### src/hdl/src_pkg.sv
// Package of the sector record checker: codes, constants and the bit reversal.
package src_pkg;

  // Status codes carried with the result
  typedef enum logic [1:0] {
    STATUS_OK       = 2'd0,
    STATUS_HDR_FAIL = 2'd1,
    STATUS_SUM_FAIL = 2'd2
  } status_e;

  // Byte position held while no record is in progress
  localparam logic [7:0] POS_IDLE = 8'd255;
  // Header positions
  localparam logic [7:0] POS_TRACK  = 8'd0;
  localparam logic [7:0] POS_SECTOR = 8'd1;
  localparam logic [7:0] POS_HDRSUM = 8'd2;
  // First data position and index of the byte left out of the sum
  localparam int unsigned DATA_BASE  = 3;
  localparam int unsigned SKIP_INDEX = 17;
  // Sectors that leave one data byte out of the checksum
  localparam logic [7:0] SECTOR_SPECIAL_A = 8'd0;
  localparam logic [7:0] SECTOR_SPECIAL_B = 8'd8;

  // Output tdata width: 25 field bits padded to whole bytes
  localparam int unsigned OUT_DATA_W = 32;

  function automatic logic [7:0] reverse8(input logic [7:0] v);
    logic [7:0] r;
    for (int i = 0; i < 8; i++) begin
      r[i] = v[7-i];
    end
    return r;
  endfunction

endpackage

### src/hdl/sector_record_checker_core.sv
// Sector record checker: header and data checksum check over a byte stream.
// The result of an accepted input transaction appears on the master side in the next cycle.
// Throughput: one byte per cycle; the single output register decouples the two sides,
// so a new byte is taken whenever the result register is empty or being drained.
// Reset (rst_ni low, asynchronous): position 0, all latched record bytes and sums zero,
// no result pending.
module sector_record_checker_core #(
  parameter int unsigned DATA_LENGTH = 151
) (
  input  logic        clk_i,
  input  logic        rst_ni,
  // Slave side
  input  logic        s_axis_tvalid_i,
  output logic        s_axis_tready_o,
  input  logic [7:0]  s_axis_tdata_i,  // [7:0] raw_byte
  input  logic        s_axis_tuser_i,  // [0] record_start
  // Master side
  output logic        m_axis_tvalid_o,
  input  logic        m_axis_tready_i,
  // [7:0] data_byte, [14:8] track_number, [22:15] sector_number,
  // [24:23] status_code, [31:25] zero
  output logic [src_pkg::OUT_DATA_W-1:0] m_axis_tdata_o,
  output logic        m_axis_tlast_o,  // record_done
  output logic        m_axis_tuser_o   // [0] is_payload
);

  // Last data position (checksum byte) and position of the skipped byte
  localparam logic [7:0] POS_LAST = 8'(src_pkg::DATA_BASE + DATA_LENGTH - 1);
  localparam logic [7:0] POS_SKIP = 8'(src_pkg::DATA_BASE + src_pkg::SKIP_INDEX);

  // Record state
  logic [7:0] pos_q, pos_d;
  logic [7:0] track_q, track_d;
  logic [7:0] sector_q, sector_d;
  logic [7:0] sum_q, sum_d;
  logic [7:0] skip_q, skip_d;
  logic       rej_q, rej_d;

  // Result register
  logic        out_valid_q;
  logic [7:0]  out_byte_q;
  logic        out_payload_q;
  logic        out_done_q;
  logic [6:0]  out_track_q;
  logic [7:0]  out_sector_q;
  src_pkg::status_e out_status_q;

  // Combinational step results
  logic [7:0] rev_byte;
  logic [7:0] pos_cur;
  logic [7:0] hdr_sum;
  logic [7:0] wanted;
  logic       special;
  logic       payload;
  logic       done;
  src_pkg::status_e status;
  logic       s_fire;

  assign s_axis_tready_o = !out_valid_q || m_axis_tready_i;
  assign s_fire          = s_axis_tvalid_i && s_axis_tready_o;

  // One record step per byte
  always_comb begin
    rev_byte = src_pkg::reverse8(s_axis_tdata_i);
    pos_cur  = s_axis_tuser_i ? src_pkg::POS_TRACK : pos_q;
    rej_d    = s_axis_tuser_i ? 1'b0 : rej_q;
    sum_d    = s_axis_tuser_i ? 8'd0 : sum_q;
    skip_d   = s_axis_tuser_i ? 8'd0 : skip_q;
    pos_d    = pos_cur;
    track_d  = track_q;
    sector_d = sector_q;
    hdr_sum  = track_q + sector_q;
    special  = (sector_q == src_pkg::SECTOR_SPECIAL_A) ||
               (sector_q == src_pkg::SECTOR_SPECIAL_B);
    wanted   = special ? (rev_byte + skip_d) : rev_byte;
    payload  = 1'b0;
    done     = 1'b0;
    status   = src_pkg::STATUS_OK;
    if (pos_cur != src_pkg::POS_IDLE && !rej_d) begin
      if (pos_cur == src_pkg::POS_TRACK) begin
        track_d = rev_byte;
        pos_d   = src_pkg::POS_SECTOR;
      end else if (pos_cur == src_pkg::POS_SECTOR) begin
        sector_d = rev_byte;
        pos_d    = src_pkg::POS_HDRSUM;
      end else if (pos_cur == src_pkg::POS_HDRSUM) begin
        if (hdr_sum != rev_byte) begin
          rej_d  = 1'b1;
          done   = 1'b1;
          status = src_pkg::STATUS_HDR_FAIL;
          pos_d  = src_pkg::POS_IDLE;
        end else begin
          pos_d = pos_cur + 8'd1;
        end
      end else begin
        payload = 1'b1;
        if (pos_cur < POS_LAST) begin
          // Data byte: accumulate, or park the skipped byte
          if (special && pos_cur == POS_SKIP) begin
            skip_d = rev_byte;
          end else begin
            sum_d = sum_d + rev_byte;
          end
          pos_d = pos_cur + 8'd1;
        end else begin
          // Checksum byte closes the record
          done   = 1'b1;
          status = (wanted == sum_d) ? src_pkg::STATUS_OK : src_pkg::STATUS_SUM_FAIL;
          pos_d  = src_pkg::POS_IDLE;
        end
      end
    end
  end

  // Record state registers
  always_ff @(posedge clk_i or negedge rst_ni) begin
    if (!rst_ni) begin
      pos_q    <= src_pkg::POS_TRACK;
      track_q  <= 8'd0;
      sector_q <= 8'd0;
      sum_q    <= 8'd0;
      skip_q   <= 8'd0;
      rej_q    <= 1'b0;
    end else if (s_fire) begin
      pos_q    <= pos_d;
      track_q  <= track_d;
      sector_q <= sector_d;
      sum_q    <= sum_d;
      skip_q   <= skip_d;
      rej_q    <= rej_d;
    end
  end

  // Result valid flag
  always_ff @(posedge clk_i or negedge rst_ni) begin
    if (!rst_ni) begin
      out_valid_q <= 1'b0;
    end else if (s_axis_tready_o) begin
      out_valid_q <= s_axis_tvalid_i;
    end
  end

  // Result payload
  always_ff @(posedge clk_i) begin
    if (s_fire) begin
      out_byte_q    <= rev_byte;
      out_payload_q <= payload;
      out_done_q    <= done;
      out_track_q   <= track_d[7:1];
      out_sector_q  <= sector_d;
      out_status_q  <= status;
    end
  end

  assign m_axis_tvalid_o = out_valid_q;
  assign m_axis_tdata_o  = {7'd0, out_status_q, out_sector_q, out_track_q, out_byte_q};
  assign m_axis_tlast_o  = out_done_q;
  assign m_axis_tuser_o  = out_payload_q;

endmodule

### config.mk
export PLATFORM = sky130hd
export DESIGN_NAME = sector_record_checker_core
export DESIGN_NICKNAME = d
export VERILOG_FILES = /design/src/hdl/src_pkg.sv /design/src/hdl/sector_record_checker_core.sv
export SDC_FILE = /design/constraint.sdc
export NUM_CORES = 1
export LEC_CHECK = 0
export BUFFER_PORTS_ARGS = -buffer_cell sky130_fd_sc_hd__buf_2
export CAP_MARGIN = 20
export CORE_UTILIZATION = 45
export DETAILED_ROUTE_END_ITERATION = 10
export PLACE_DENSITY_LB_ADDON = 0.15
export SYNTH_ARGS = -nofsm -noshare
export SYNTH_HDL_FRONTEND = slang
export SYNTH_SLANG_ARGS = --single-unit
### constraint.sdc
create_clock -name clk_i -period 2.5 [get_ports clk_i]
set_input_delay 0.25 -clock clk_i [delete_from_list [all_inputs] [get_ports clk_i]]
set_output_delay 0.25 -clock clk_i [all_outputs]
set_load 0.01 [all_outputs]
==> summary.txt <==
Worst setup path
  • Largest stage delay, worst path: 400 ps
  • Crit path max fanout: 4
  • Top delay family on crit path: compound AO/OA/AOI/OAI gates
  • Worst R2R Start: track_q[2]$_DFFE_PN0P_
  • Critical Path AT: 2720 ps
  • Critical R2R Capture: pos_q[7]$_DFFE_PN0P_
  • FF-to-FF setup slack: 30 ps
  • Critical Path Sink Type: register
  • R2R cell count: 10
  • Crit path cell chain: ha_1 > nor2b_2 > o31a_1 > o41ai_2 > a311oi_2 > nor4_4 > buf_4 > buf_6 > nand4_1 > a22o_1
  • Setup crit start kind: register
  • Crit Path Class: reg2reg
  • Slowest cell on the critical path: dfrtp_1
  • CP required: 2750 ps
  • Worst Path Buf+Inv: 2

Floorplanning
  • Die Y: 102 µm
  • Die ar.: 0.0105 mm²
  • FP Rows: 36
  • Die Width: 102 µm
  • Core ar.: 0.00977 mm²
  • Starting density of the core: 0.465
  • Ports: 49

Power
  • Lkg Pwr: 2.54 nW
  • Final Power: 5.82 mW
  • Power per cell area: 1020 mW/mm²
  • Peak VDD IR: 0.464 mV

Timing
  • Clk_skew: 7.08 ps
  • Setup_tns: 0 ps
  • RSZ-0062 raised after global routing: true
  • Final setup viols: 0
  • Tmin final: 2470 ps
  • Crit share post-route: 0.987
  • Slew Viols, Final: 0
  • Fin. Hold Viols: 0
  • Fmax: 0.405 GHz

Cells and area
  • Final Non-Filler Cells: 659
  • Fillers: 836
  • Ant diodes: 0
  • Finished Cell Area: 0.00571 mm²
  • Area grow syn2layout: 25.6%
  • Footprint of the multi-input gates: 0.00269 mm²
  • Total Nets Final: 563
  • FF/Latch Area: 0.00186 mm²
  • Final Util: 0.584
  • Ratio of cells with drive above 1 in the final layout: 0.361

Clock network
  • CTS tree: done
  • CTS Buf Count: 9
  • Clk root buf: clkbuf_8
  • Max Buffers Root-to-Sink: 2
  • Reg clk slew, reported paths: 80 ps
  • Clock Sinks: 69
  • Clk_lat worst skew: 360 ps
  • H-tree Lvls: 3

Logic synthesis
  • Post-Syn Instances: 421
  • Cell variety after synth: 66
  • Area share of the largest cell type after synthesis: 0.231
  • Mapped Avg Cell Area: 10.8 µm²
  • Number of enable flip-flop cells after synthesis: 27
  • Sequential element share of the synthesized area: 0.410
  • Most common cell in the netlist: dfrtp_1
  • Synthesized area: 0.00454 mm²
  • Largest area contributor in the netlist: dfrtp_1
  • Yosys reg bits: 69
  • Post-synth top flop: dfrtp_1
  • Synth async-reset ratio: 0.609
  • Synth top cells by count: 42 x dfrtp_1, 29 x mux2_2, 28 x nand2_1, 27 x edfxtp_1, 26 x ha_1
  • Synth area leaders: dfrtp_1 23%, edfxtp_1 18%, mux2_2 7.2%
  • Ys Warns: 0

Global routing
  • Vias in the first global route: 3,528
  • First-pass GRT wire length: 18,000 µm
  • Gr usage total: 0.228
  • GRT overflow: 0
  • Pin count of the biggest net entering global routing: 43
  • Initial antenna violation count: 0

Route
  • Vias per Instance: 5.46
  • # DRC: 0
  • DRT Pass-1 Iters: 4
  • Drt wl/cell: 16.7 µm
  • Post-route ant nets: 0
  • Post-Route WL: 11,000 µm
  • Via count: 3,601
  • Starting DRT DRC Count: 241

Flow run
  • Max-cap viol count: 0

Placed design
  • Placed Cells incl. Taps: 637
  • Placer Congestion: 0.928
  • Placed instance area: 0.00532 mm²
  • Detailed Place HPWL: 7990 µm
  • Port Buffers: 41

Min path
  • Worst hold path startpoint: s_axis_tvalid_i
  • Hold Crit Depth: 2
  • Type of the most critical hold path: in2reg
  • Worst hold endpoint: m_axis_tvalid_o$_DFFE_PN0N_

Run status
  • Status: complete, no violations
state kept, by name (all words and copies together) (netlist names):
register,cells
sum_q,8
out_sector_q,8
track_q,8
skip_q,8
m_axis_tlast_o,1
m_axis_tvalid_o,1
out_track_q,7
out_status_q,2
sector_q,8
pos_q,8
out_byte_q,8
m_axis_tuser_o,1
rej_q,1
placed cells by master (no fill, tap or decap), types with 6 or more instances in the layout:
cell      netlist  final
a21oi_1        16     14
nand2b_1        9      9
nand4_1         6      6
clkbuf_8        0      9
ha_1           26     24
buf_2           5     41
conb_1          1      7
inv_1          16     13
o21ai_0        21     20
xor2_1         10     10
nor2_1         17     16
nor3_1          7      6
buf_4           7     58
edfxtp_1       27     27
mux2_2         29     21
mux2_4          0      8
nand3_1        12     12
a21o_1          8      8
xnor2_1        21     20
nor2b_1        16     12
dfrtp_1        42     41
a22o_1         17     17
nand2_1        28     25
cell type report:
class                           count  area share
Multi-Input combinational cell    321       0.471
Sequential cell                    69       0.326
Timing Repair Buffer              104       0.125
Tap cell                          133      0.0292
Clock buffer                       10      0.0224
Clock inverter                      6      0.0153
Inverter                           16      0.0105
report_power, final:
| group | total, mW | internal (mW) | leakage (nW) | switching (mW) |
|---|---|---|---|---|
| Combinational | 3.06 | 1.54 | 1.63 | 1.51 |
| Sequential | 1.74 | 1.52 | 0.798 | 0.222 |
| Clock | 1.02 | 0.562 | 0.110 | 0.460 |
timing repair:
item                                    CTS  global route
buffers inserted                          1             3
endpoints found under the setup margin   15            25
pin swaps                                 2            10
hold buffers                              0             1
gates resized for setup                   7            19
hold endpoints to repair                  0            42
per-stage QoR:
| stage | worst slack [ps] | hold WS, ps |
|---|---|---|
| 6_report | 33.0 | 91.0 |
| 3_5_place_dp | -190 | 467 |
| 3_3_place_gp | -128 | 455 |
| 5_1_grt | -125 | 109 |
| 4_1_cts | -6.98 | 84.0 |
| 2_1_floorplan | -46.9 | -45.6 |
cell families after synthesis:
| family | after synthesis | share of synthesized area |
|---|---|---|
| flops | 69 | 0.410 |
| other cells | 1 | 0.000825 |
| mux | 34 | 0.0832 |
| compound gates | 101 | 0.168 |
| fa+ha+maj | 29 | 0.0848 |
| xor+xnor | 32 | 0.0633 |
| simple gates | 118 | 0.151 |
| buf+inv | 37 | 0.0394 |
worst max-delay path by stage:
stage                                start                            end  slack [ps]  cells after the start
floorplan                   s_axis_tuser_i        sector_q[0]$_DFFE_PN0P_         -50                     10
global placement    track_q[0]$_DFFE_PN0P_   m_axis_tlast_o$_SDFFCE_PP0P_        -130                     11
detailed placement  track_q[0]$_DFFE_PN0P_  out_status_q[0]$_SDFFCE_PP0P_        -190                     11
CTS                 track_q[0]$_DFFE_PN0P_   m_axis_tlast_o$_SDFFCE_PP0P_          -7                     11
global route         skip_q[1]$_DFFE_PN0P_  out_status_q[1]$_SDFFCE_PP0P_        -120                     10
finish              track_q[2]$_DFFE_PN0P_           pos_q[7]$_DFFE_PN0P_          30                     10
metal layers:
metal  global-route usage  wire [µm]  vias up
met2                0.356       4940      108
met1                0.318       5310     1743
met4               0.0714        168        0
met3               0.0458        606       12
met5                    0          0        -
li1                     -          -     1738
Note: power is estimated with default switching activity, not from simulation.
